**config.mk**
```make
export PLATFORM = sky130hd
export DESIGN_NAME = stick_radial_deadzone_magnitude
export DESIGN_NICKNAME = d
export VERILOG_FILES = /design/src/rtl/srdm_pkg.sv /design/src/rtl/srdm_isqrt.sv /design/src/rtl/srdm_div.sv /design/src/rtl/stick_radial_deadzone_magnitude.sv
export SDC_FILE = /design/constraint.sdc
export NUM_CORES = 2
export LEC_CHECK = 0
export ABC_CLOCK_PERIOD_IN_PS = 20200
export BUFFER_PORTS_ARGS = -buffer_cell sky130_fd_sc_hd__buf_2
export CAP_MARGIN = 10
export CORE_ASPECT_RATIO = 0.5
export CORE_MARGIN = 2
export CORE_UTILIZATION = 25
export DETAILED_ROUTE_END_ITERATION = 8
export PLACE_DENSITY = 0.44
export SYNTH_ARGS = -nofsm -noshare
export SYNTH_HDL_FRONTEND = slang
export SYNTH_SLANG_ARGS = --single-unit
```
**constraint.sdc**
```tcl
create_clock -name i_clk -period 20.2 [get_ports i_clk]
set_clock_uncertainty 0.05 [all_clocks]
set_input_delay 1.01 -clock i_clk [delete_from_list [all_inputs] [get_ports i_clk]]
set_output_delay 1.01 -clock i_clk [all_outputs]
set_load 0.02 [all_outputs]
```
**src/rtl/srdm_pkg.sv**
```systemverilog
`timescale 1ns / 1ps
// ----------------------------------------------------------------------------
// srdm_pkg
// Shared types and constants of the radial deadzone magnitude pipeline:
// transaction payloads, side-band records and pipeline geometry.
// ----------------------------------------------------------------------------
package srdm_pkg;

    // field widths
    localparam int AXIS_W = 16;
    localparam int SEL_W  = 2;
    localparam int DZ_W   = 15;
    localparam int FRAC_W = 16;

    // full-scale axis magnitude, the clamp for the root
    localparam logic [DZ_W-1:0] AXIS_FULL_SCALE = 15'd32767;
    localparam logic [FRAC_W-1:0] FRAC_MAX = 16'hFFFF;

    // squared radius and its root
    localparam int RAD_W  = 2 * AXIS_W;
    localparam int ROOT_W = RAD_W / 2;
    localparam int REM_W  = ROOT_W + 2;

    // pipeline geometry: root and quotient bits resolved per register stage
    localparam int SQRT_STEPS  = 4;
    localparam int SQRT_STAGES = ROOT_W / SQRT_STEPS;
    localparam int DIV_STEPS   = 4;
    localparam int DIV_STAGES  = FRAC_W / DIV_STEPS;

    // stick select codes
    localparam logic [SEL_W-1:0] SEL_LEFT  = 2'd0;
    localparam logic [SEL_W-1:0] SEL_RIGHT = 2'd1;
    localparam logic [SEL_W-1:0] SEL_NONE  = 2'd2;

    // configuration register indexes
    localparam int CFG_IDX_W = 1;
    typedef enum logic [CFG_IDX_W-1:0] {
        CFG_LEFT_DZ  = 1'b0,
        CFG_RIGHT_DZ = 1'b1
    } t_cfg_reg;

    // how the final result is formed
    typedef enum logic [1:0] {
        RK_INSIDE = 2'd0,
        RK_ZERO   = 2'd1,
        RK_FULL   = 2'd2,
        RK_QUOT   = 2'd3
    } t_res_kind;

    typedef struct packed {
        logic signed [AXIS_W-1:0] stick_x;
        logic signed [AXIS_W-1:0] stick_y;
        logic        [SEL_W-1:0]  stick_select;
    } t_stick_cmd;

    typedef struct packed {
        logic [FRAC_W-1:0] magnitude_fraction;
        logic              in_deadzone;
    } t_stick_res;

    // side-band carried alongside the root pipeline
    typedef struct packed {
        logic [DZ_W-1:0] dz;
        logic            in_dz;
    } t_sq_side;

endpackage

```
**src/rtl/srdm_isqrt.sv**
```systemverilog
`timescale 1ns / 1ps
// ----------------------------------------------------------------------------
// srdm_isqrt
// Pipelined floor square root of a 32-bit radicand, restoring bit-pair
// method, a fixed number of root bits per stage, side-band passed along.
// ----------------------------------------------------------------------------
module srdm_isqrt import srdm_pkg::*; (
    input  logic              i_clk,
    input  logic              i_rst_n,
    input  logic              i_vld,
    input  logic [RAD_W-1:0]  i_rad,
    input  t_sq_side          i_side,
    output logic              o_vld,
    output logic [ROOT_W-1:0] o_root,
    output t_sq_side          o_side
);

    localparam int LAST = SQRT_STAGES - 1;

    logic              r_vld  [SQRT_STAGES];
    logic [RAD_W-1:0]  r_rad  [SQRT_STAGES];
    logic [REM_W-1:0]  r_rem  [SQRT_STAGES];
    logic [ROOT_W-1:0] r_root [SQRT_STAGES];
    t_sq_side          r_side [SQRT_STAGES];

    logic              w_src_vld  [SQRT_STAGES];
    logic [RAD_W-1:0]  w_src_rad  [SQRT_STAGES];
    logic [REM_W-1:0]  w_src_rem  [SQRT_STAGES];
    logic [ROOT_W-1:0] w_src_root [SQRT_STAGES];
    t_sq_side          w_src_side [SQRT_STAGES];

    logic [RAD_W-1:0]  n_rad  [SQRT_STAGES];
    logic [REM_W-1:0]  n_rem  [SQRT_STAGES];
    logic [ROOT_W-1:0] n_root [SQRT_STAGES];

    for (genvar g = 0; g < SQRT_STAGES; g++) begin : g_stage
        // stage source: module inputs or the previous stage
        if (g == 0) begin : g_first
            assign w_src_vld[g]  = i_vld;
            assign w_src_rad[g]  = i_rad;
            assign w_src_rem[g]  = '0;
            assign w_src_root[g] = '0;
            assign w_src_side[g] = i_side;
        end else begin : g_next
            assign w_src_vld[g]  = r_vld[g-1];
            assign w_src_rad[g]  = r_rad[g-1];
            assign w_src_rem[g]  = r_rem[g-1];
            assign w_src_root[g] = r_root[g-1];
            assign w_src_side[g] = r_side[g-1];
        end

        // resolve a few root bits, two radicand bits each
        always_comb begin : p_steps
            logic [RAD_W-1:0]  v_rad;
            logic [REM_W-1:0]  v_rem;
            logic [REM_W-1:0]  v_sh;
            logic [REM_W-1:0]  v_trial;
            logic [ROOT_W-1:0] v_root;
            v_rad  = w_src_rad[g];
            v_rem  = w_src_rem[g];
            v_root = w_src_root[g];
            for (int k = 0; k < SQRT_STEPS; k++) begin
                v_sh    = {v_rem[REM_W-3:0], v_rad[RAD_W-1 -: 2]};
                v_trial = {v_root, 2'b01};
                if (v_sh >= v_trial) begin
                    v_rem  = v_sh - v_trial;
                    v_root = {v_root[ROOT_W-2:0], 1'b1};
                end else begin
                    v_rem  = v_sh;
                    v_root = {v_root[ROOT_W-2:0], 1'b0};
                end
                v_rad = {v_rad[RAD_W-3:0], 2'b00};
            end
            n_rad[g]  = v_rad;
            n_rem[g]  = v_rem;
            n_root[g] = v_root;
        end

        // stage valid
        always_ff @(posedge i_clk) begin
            if (!i_rst_n) begin
                r_vld[g] <= 1'b0;
            end else begin
                r_vld[g] <= w_src_vld[g];
            end
        end

        // stage payload
        always_ff @(posedge i_clk) begin
            r_rad[g]  <= n_rad[g];
            r_rem[g]  <= n_rem[g];
            r_root[g] <= n_root[g];
            r_side[g] <= w_src_side[g];
        end
    end

    assign o_vld  = r_vld[LAST];
    assign o_root = r_root[LAST];
    assign o_side = r_side[LAST];

endmodule

```
**src/rtl/srdm_div.sv**
```systemverilog
`timescale 1ns / 1ps
// ----------------------------------------------------------------------------
// srdm_div
// Pipelined restoring divider for the Q0.16 fraction: quotient of
// (dividend << 16) / divisor with dividend below divisor.
// ----------------------------------------------------------------------------
module srdm_div import srdm_pkg::*; (
    input  logic              i_clk,
    input  logic              i_rst_n,
    input  logic              i_vld,
    input  logic [DZ_W-1:0]   i_num,
    input  logic [DZ_W-1:0]   i_den,
    input  t_res_kind         i_kind,
    output logic              o_vld,
    output logic [FRAC_W-1:0] o_quot,
    output t_res_kind         o_kind
);

    localparam int LAST = DIV_STAGES - 1;

    logic              r_vld  [DIV_STAGES];
    logic [DZ_W-1:0]   r_rem  [DIV_STAGES];
    logic [DZ_W-1:0]   r_den  [DIV_STAGES];
    logic [FRAC_W-1:0] r_quot [DIV_STAGES];
    t_res_kind         r_kind [DIV_STAGES];

    logic              w_src_vld  [DIV_STAGES];
    logic [DZ_W-1:0]   w_src_rem  [DIV_STAGES];
    logic [DZ_W-1:0]   w_src_den  [DIV_STAGES];
    logic [FRAC_W-1:0] w_src_quot [DIV_STAGES];
    t_res_kind         w_src_kind [DIV_STAGES];

    logic [DZ_W-1:0]   n_rem  [DIV_STAGES];
    logic [FRAC_W-1:0] n_quot [DIV_STAGES];

    for (genvar g = 0; g < DIV_STAGES; g++) begin : g_stage
        // stage source: module inputs or the previous stage
        if (g == 0) begin : g_first
            assign w_src_vld[g]  = i_vld;
            assign w_src_rem[g]  = i_num;
            assign w_src_den[g]  = i_den;
            assign w_src_quot[g] = '0;
            assign w_src_kind[g] = i_kind;
        end else begin : g_next
            assign w_src_vld[g]  = r_vld[g-1];
            assign w_src_rem[g]  = r_rem[g-1];
            assign w_src_den[g]  = r_den[g-1];
            assign w_src_quot[g] = r_quot[g-1];
            assign w_src_kind[g] = r_kind[g-1];
        end

        // shift-compare-subtract, one quotient bit per step
        always_comb begin : p_steps
            logic [DZ_W-1:0]   v_rem;
            logic [DZ_W:0]     v_sh;
            logic [DZ_W:0]     v_diff;
            logic [FRAC_W-1:0] v_quot;
            v_rem  = w_src_rem[g];
            v_quot = w_src_quot[g];
            for (int k = 0; k < DIV_STEPS; k++) begin
                v_sh   = {v_rem, 1'b0};
                v_diff = v_sh - {1'b0, w_src_den[g]};
                if (v_sh >= {1'b0, w_src_den[g]}) begin
                    v_rem  = v_diff[DZ_W-1:0];
                    v_quot = {v_quot[FRAC_W-2:0], 1'b1};
                end else begin
                    v_rem  = v_sh[DZ_W-1:0];
                    v_quot = {v_quot[FRAC_W-2:0], 1'b0};
                end
            end
            n_rem[g]  = v_rem;
            n_quot[g] = v_quot;
        end

        // stage valid
        always_ff @(posedge i_clk) begin
            if (!i_rst_n) begin
                r_vld[g] <= 1'b0;
            end else begin
                r_vld[g] <= w_src_vld[g];
            end
        end

        // stage payload
        always_ff @(posedge i_clk) begin
            r_rem[g]  <= n_rem[g];
            r_den[g]  <= w_src_den[g];
            r_quot[g] <= n_quot[g];
            r_kind[g] <= w_src_kind[g];
        end
    end

    assign o_vld  = r_vld[LAST];
    assign o_quot = r_quot[LAST];
    assign o_kind = r_kind[LAST];

endmodule

```
**src/rtl/stick_radial_deadzone_magnitude.sv**
```systemverilog
`timescale 1ns / 1ps
// ----------------------------------------------------------------------------
// stick_radial_deadzone_magnitude
// Radial deadzone normalization of an analog stick position into an
// unsigned Q0.16 magnitude fraction beyond the selected deadzone.
// ----------------------------------------------------------------------------
// The block takes a new transaction in every clock cycle (busy stays low) and
// returns its result on o_res, marked by o_res_strobe for one cycle, after the
// pipeline: squaring, radius compare, four stages of floor square root, one
// setup stage, four stages of quotient (four bits per stage each) and the
// output register. Deadzone writes are always ready and take effect for
// transactions accepted after the write.
// ----------------------------------------------------------------------------
module stick_radial_deadzone_magnitude import srdm_pkg::*; (
    input  logic                 i_clk,
    input  logic                 i_rst_n,
    // command channel
    input  logic                 start,
    output logic                 busy,
    input  t_stick_cmd           i_cmd,
    // result channel
    output logic                 o_res_strobe,
    output t_stick_res           o_res,
    // configuration channel
    input  logic                 i_cfg_valid,
    output logic                 o_cfg_ready,
    input  logic [CFG_IDX_W-1:0] i_cfg_index,
    input  logic [DZ_W-1:0]      i_cfg_data
);

    localparam int LATENCY = 2 + SQRT_STAGES + 1 + DIV_STAGES + 1;

    logic [DZ_W-1:0] r_left_dz;
    logic [DZ_W-1:0] r_right_dz;

    logic                    w_accept;
    logic [DZ_W-1:0]         w_dz_sel;
    logic signed [RAD_W-1:0] w_xsq_full;
    logic signed [RAD_W-1:0] w_ysq_full;
    logic [2*DZ_W-1:0]       w_dzsq;

    logic                r_s1_vld;
    logic [RAD_W-2:0]    r_s1_xsq;
    logic [RAD_W-2:0]    r_s1_ysq;
    logic [2*DZ_W-1:0]   r_s1_dzsq;
    logic [DZ_W-1:0]     r_s1_dz;
    logic                r_s1_none;

    logic [RAD_W-1:0]    w_r2;
    logic                r_s2_vld;
    logic [RAD_W-1:0]    r_s2_r2;
    t_sq_side            r_s2_side;

    logic                w_sq_vld;
    logic [ROOT_W-1:0]   w_root;
    t_sq_side            w_sq_side;

    logic [DZ_W-1:0]     w_mag;
    logic [DZ_W-1:0]     w_num;
    logic [DZ_W-1:0]     w_den;
    t_res_kind           w_kind;
    logic                r_s3_vld;
    logic [DZ_W-1:0]     r_s3_num;
    logic [DZ_W-1:0]     r_s3_den;
    t_res_kind           r_s3_kind;

    logic                w_div_vld;
    logic [FRAC_W-1:0]   w_quot;
    t_res_kind           w_div_kind;
    t_stick_res          n_res;
    logic                r_res_vld;
    t_stick_res          r_res;

    // handshakes: a transaction enters every cycle
    assign busy        = 1'b0;
    assign o_cfg_ready = 1'b1;
    assign w_accept    = start && !busy;

    // deadzone registers
    always_ff @(posedge i_clk) begin
        if (!i_rst_n) begin
            r_left_dz  <= 15'd7849;
            r_right_dz <= 15'd8689;
        end else if (i_cfg_valid && o_cfg_ready) begin
            unique case (i_cfg_index)
                CFG_LEFT_DZ:  r_left_dz  <= i_cfg_data;
                CFG_RIGHT_DZ: r_right_dz <= i_cfg_data;
                default: ;
            endcase
        end
    end

    // stage 1: squares of both axes and of the selected deadzone
    always_comb begin
        case (i_cmd.stick_select)
            SEL_LEFT:  w_dz_sel = r_left_dz;
            SEL_RIGHT: w_dz_sel = r_right_dz;
            default:   w_dz_sel = '0;
        endcase
    end

    assign w_xsq_full = $signed(i_cmd.stick_x) * $signed(i_cmd.stick_x);
    assign w_ysq_full = $signed(i_cmd.stick_y) * $signed(i_cmd.stick_y);
    assign w_dzsq     = w_dz_sel * w_dz_sel;

    always_ff @(posedge i_clk) begin
        if (!i_rst_n) begin
            r_s1_vld <= 1'b0;
        end else begin
            r_s1_vld <= w_accept;
        end
    end

    always_ff @(posedge i_clk) begin
        r_s1_xsq  <= w_xsq_full[RAD_W-2:0];
        r_s1_ysq  <= w_ysq_full[RAD_W-2:0];
        r_s1_dzsq <= w_dzsq;
        r_s1_dz   <= w_dz_sel;
        r_s1_none <= (i_cmd.stick_select != SEL_LEFT) && (i_cmd.stick_select != SEL_RIGHT);
    end

    // stage 2: squared radius and deadzone compare (edge counts as inside)
    assign w_r2 = {1'b0, r_s1_xsq} + {1'b0, r_s1_ysq};

    always_ff @(posedge i_clk) begin
        if (!i_rst_n) begin
            r_s2_vld <= 1'b0;
        end else begin
            r_s2_vld <= r_s1_vld;
        end
    end

    always_ff @(posedge i_clk) begin
        r_s2_r2         <= w_r2;
        r_s2_side.dz    <= r_s1_dz;
        r_s2_side.in_dz <= r_s1_none || (w_r2 <= {2'b00, r_s1_dzsq});
    end

    // floor square root
    srdm_isqrt u_isqrt (
        .i_clk   (i_clk),
        .i_rst_n (i_rst_n),
        .i_vld   (r_s2_vld),
        .i_rad   (r_s2_r2),
        .i_side  (r_s2_side),
        .o_vld   (w_sq_vld),
        .o_root  (w_root),
        .o_side  (w_sq_side)
    );

    // clamp, subtract the deadzone and classify the result
    assign w_mag = (w_root > {1'b0, AXIS_FULL_SCALE}) ? AXIS_FULL_SCALE : w_root[DZ_W-1:0];
    assign w_num = w_mag - w_sq_side.dz;
    assign w_den = AXIS_FULL_SCALE - w_sq_side.dz;

    always_comb begin
        if (w_sq_side.in_dz) begin
            w_kind = RK_INSIDE;
        end else if (w_sq_side.dz == AXIS_FULL_SCALE) begin
            w_kind = RK_FULL;
        end else if (w_mag <= w_sq_side.dz) begin
            w_kind = RK_ZERO;
        end else if (w_num == w_den) begin
            // ratio of exactly one saturates
            w_kind = RK_FULL;
        end else begin
            w_kind = RK_QUOT;
        end
    end

    always_ff @(posedge i_clk) begin
        if (!i_rst_n) begin
            r_s3_vld <= 1'b0;
        end else begin
            r_s3_vld <= w_sq_vld;
        end
    end

    always_ff @(posedge i_clk) begin
        r_s3_num  <= w_num;
        r_s3_den  <= w_den;
        r_s3_kind <= w_kind;
    end

    // fraction of the remaining travel
    srdm_div u_div (
        .i_clk   (i_clk),
        .i_rst_n (i_rst_n),
        .i_vld   (r_s3_vld),
        .i_num   (r_s3_num),
        .i_den   (r_s3_den),
        .i_kind  (r_s3_kind),
        .o_vld   (w_div_vld),
        .o_quot  (w_quot),
        .o_kind  (w_div_kind)
    );

    // result select
    always_comb begin
        unique case (w_div_kind)
            RK_INSIDE: n_res = '{magnitude_fraction: '0,       in_deadzone: 1'b1};
            RK_ZERO:   n_res = '{magnitude_fraction: '0,       in_deadzone: 1'b0};
            RK_FULL:   n_res = '{magnitude_fraction: FRAC_MAX, in_deadzone: 1'b0};
            RK_QUOT:   n_res = '{magnitude_fraction: w_quot,   in_deadzone: 1'b0};
            default:   n_res = '{magnitude_fraction: '0,       in_deadzone: 1'b1};
        endcase
    end

    // output register
    always_ff @(posedge i_clk) begin
        if (!i_rst_n) begin
            r_res_vld <= 1'b0;
        end else begin
            r_res_vld <= w_div_vld;
        end
    end

    always_ff @(posedge i_clk) begin
        r_res <= n_res;
    end

    assign o_res_strobe = r_res_vld;
    assign o_res        = r_res;

`ifndef SYNTH
    // every result traces back to an accepted transaction
    a_res_has_cmd : assert property (@(posedge i_clk) disable iff (!i_rst_n)
        o_res_strobe |-> $past(w_accept, LATENCY))
        else $error("result strobe without a matching transaction");

    // every accepted transaction yields a result after the fixed latency
    a_cmd_has_res : assert property (@(posedge i_clk) disable iff (!i_rst_n)
        w_accept |-> ##LATENCY o_res_strobe)
        else $error("transaction produced no result");

    // a deadzone result carries a zero fraction
    a_dz_zero : assert property (@(posedge i_clk) disable iff (!i_rst_n)
        (o_res_strobe && o_res.in_deadzone) |-> (o_res.magnitude_fraction == '0))
        else $error("nonzero fraction inside the deadzone");

    // an unselected stick always lands in the deadzone
    a_none_inside : assert property (@(posedge i_clk) disable iff (!i_rst_n)
        (w_accept && (i_cmd.stick_select != SEL_LEFT) && (i_cmd.stick_select != SEL_RIGHT))
        |-> ##LATENCY o_res.in_deadzone)
        else $error("select none did not report deadzone");
`endif

endmodule
```
==> impl_metrics.ini <==
[critical_path]
path_class = reg -> reg
cp_common_cell = a21o_1
critPathSlowestCell = nand3_1
crit_path_end_kind = register
cp-startpoint = r_s3_den[0]
critPathMaxFanout = 30
rr_startpoint = r_s3_den[0]
cp.arrival_ns = 16.02
worst_path_largest_cell_delay_ns = 0.71
start_kind = register
critPathRequiredTime_ns = 20.75

[cells_and_area]
drive_above_1_share = 0.06279
final_cells = 9786
fillCellCount = 24960
postLayoutCellArea_mm2 = 0.06468
final_nets = 7983
layout_common_cells = inv_1 (1035), ha_1 (698), fa_1 (608)
final_common_cell = inv_1
area_delta_synth_final_pct = 10.16
final_core_util = 0.2777

[floorplan]
row_count = 125
fp.dieW_um = 689.4
die-area_mm2 = 0.2390
core-area_mm2 = 0.2329
die_y_um = 346.7
ios = 74
initial_core_util = 0.2521

[timing]
worst_slew_pin_slew_ns = 0.9877
slew_viol_final = 0
rsz0062_at_grt = false
maxSlewHeadroom = 0.3387
hold_viol_final = 0
final.setup.tns_ns = 0
finalSetupViolCount = 0
fin_crit_sh = 0.7660
post-route-min-period_ns = 15.47
fmax_ghz = 0.06463

[clock_network]
cts_hold_buf = 0
cts_made_buffers = 60
cts_root_buffer = clkbuf_16
clock_path_buffers = 3
cts_setup_buffers = 0
cts_resized = 0
clock_latency_ns = 0.71
cts_tree = yes
clk_pin_slew_worst_paths_ns = 0.07
clkSinkCount = 581
cts_max_level = 2

[routing]
first_pass_iters = 5
route.met2.wl_um = 70400
drc = 0
via_per_inst = 4.411
vias = 43170
wl_per_cell_um = 15.37
ant_nets = 0
drtIter0Drc = 1916
dr.max_layer_used = met4
wl_met3_um = 4104
route.layer.met1.wl_um = 73470
wirelength_um = 150400

[synth]
avgSynthCellArea_um2 = 8.866
synth-edff-count = 0
synth_ff_type = dfxtp_1
synth_seq_cells = 581
synth_cell_types = 99
ys_seq_area_frac = 0.1981
yosys_warnings = 0
synthArstFlopShare = 0
syn_inst = 6622
syn_area_mm2 = 0.05871

[worst_hold_path]
min-delay-start = u_isqrt.r_side[2][0]
hold_class = reg -> reg

[global_routing]
grt_pass1_wl_um = 246700
grt.overflow.total = 0
grt_max_degree = 43
grt_pass1_vias = 45220
grt_antenna_before_repair = 4
track_usage = 0.1280

[place]
io_buffers = 71
hpwl_um = 123800
postPlaceCellArea_mm2 = 0.06254
dp.cells = 9672
place.gp.congestion = 0.8318

[run_status]
status = completed

[job]
drv_cap = 0
==> cell usage after synthesis (13+ instances only) <==
master	instances	area (um2)
mux2i_1	35	350.3
nor2_1	477	1790
nand2_1	527	1978
and3_1	29	181.4
nand2b_1	57	356.6
a21o_1	167	1254
nand3_1	106	530.5
ha_1	698	8733
clkbuf_1	135	506.7
nand4_1	52	325.3
and2_1	149	932.1
xor2_1	115	1007
fa_1	608	12170
a211oi_1	28	210.2
o21bai_1	48	360.4
xnor2_1	300	2628
o31ai_1	45	337.8
o21a_1	47	352.8
nor3_1	108	540.5
or2_2	47	294.0
a22oi_1	13	97.59
o21ai_0	295	1476
a211o_1	15	131.4
nor4_1	31	193.9
a31o_2	19	166.4
nor2b_1	74	462.9
dfxtp_1	581	11630
o41ai_1	14	122.6
or3_1	30	187.7
a31oi_1	35	219.0
a21oi_1	284	1421
inv_1	1035	3885
mux2_2	113	1272
a21boi_0	93	698.2
==> metal layers <==
| layer | global-route usage | up-vias |
|---|---|---|
| met5 | 0 | - |
| met4 | 0.02399 | 0 |
| met3 | 0.01435 | 134 |
| met2 | 0.2190 | 398 |
| met1 | 0.1745 | 20750 |
| li1 | - | 21890 |
==> cell families after synthesis <==
kind of cell / Yosys count / share of synthesized area
AND/OR/NAND/NOR: 1750 / 0.1417
adder cells (fa/ha/maj): 1306 / 0.3560
AO/OA/AOI/OAI: 1222 / 0.1359
buffers and inverters: 1191 / 0.07680
flip-flops: 581 / 0.1981
XOR/XNOR: 415 / 0.06191
multiplexers: 155 / 0.02937
other: 2 / 0.0001279
==> metrics by stage <==
stage | hold slack [ns] | worst slack [ns]
finish | 0.2310 | 4.727
global route | 0.2376 | 3.451
CTS | 0.2351 | 4.724
detailed placement | 0.2621 | 4.801
global placement | 0.2598 | 4.687
floorplan | 0.2596 | 7.045
==> area by class of cell <==
| cell class | instances | area (um2) | area share |
|---|---|---|---|
| Inverter | 1041 | 3908 | 0.06041 |
| Clock inverter | 37 | 500.5 | 0.007738 |
| Tap cell | 3111 | 3892 | 0.06018 |
| Clock buffer | 75 | 1638 | 0.02532 |
| Multi-Input combinational cell | 4852 | 42630 | 0.6591 |
| Timing Repair Buffer | 87 | 475.5 | 0.007351 |
| Sequential cell | 581 | 11630 | 0.1798 |
| Antenna cell | 2 | 5.005 | 0.00007738 |
==> worst paths after layout <==
kind / slack (ns) / to / depth (start not counted)
setup / recovery: 4.73 / u_div.r_rem[0][14] / 61
setup reg to reg: 4.73 / u_div.r_rem[0][14] / 61
hold reg to reg: 0.23 / u_isqrt.r_side[3][0] / 0
hold / removal: 0.23 / u_isqrt.r_side[3][0] / 0
==> sequential cells by signal, indices dropped and copies added (netlist names), 2 cells and up <==
register / cells
r_s2_side: 16
u_div.r_den: 45
r_s3_kind: 2
u_div.r_rem: 45
r_s3_num: 15
u_div.r_kind: 8
u_div.r_vld: 4
u_div.r_quot: 40
r_s3_den: 15
r_right_dz: 15
r_s2_r2: 32
r_s1_ysq: 30
u_isqrt.r_root: 40
u_isqrt.r_vld: 4
r_s1_dzsq: 28
u_isqrt.r_rad: 48
u_isqrt.r_side: 64
o_res: 17
r_left_dz: 15
r_s1_dz: 15
r_s1_xsq: 30
u_isqrt.r_rem: 48
==> worst max-delay path, delay by kind of cell (launching register included) <==
| kind | cells | cell delay [ns] |
|---|---|---|
| AOI/OAI and AO/OA | 42 | 8.75 |
| and+or+nand+nor | 9 | 2.61 |
| adders and majority gates | 4 | 1.44 |
| buffers and inverters | 4 | 1.04 |
| muxes | 2 | 0.79 |
| DFF | 1 | 0.63 |
Power is not shown: default switching activity piles up to over one toggle a cycle in this logic, so the estimate is an artifact.
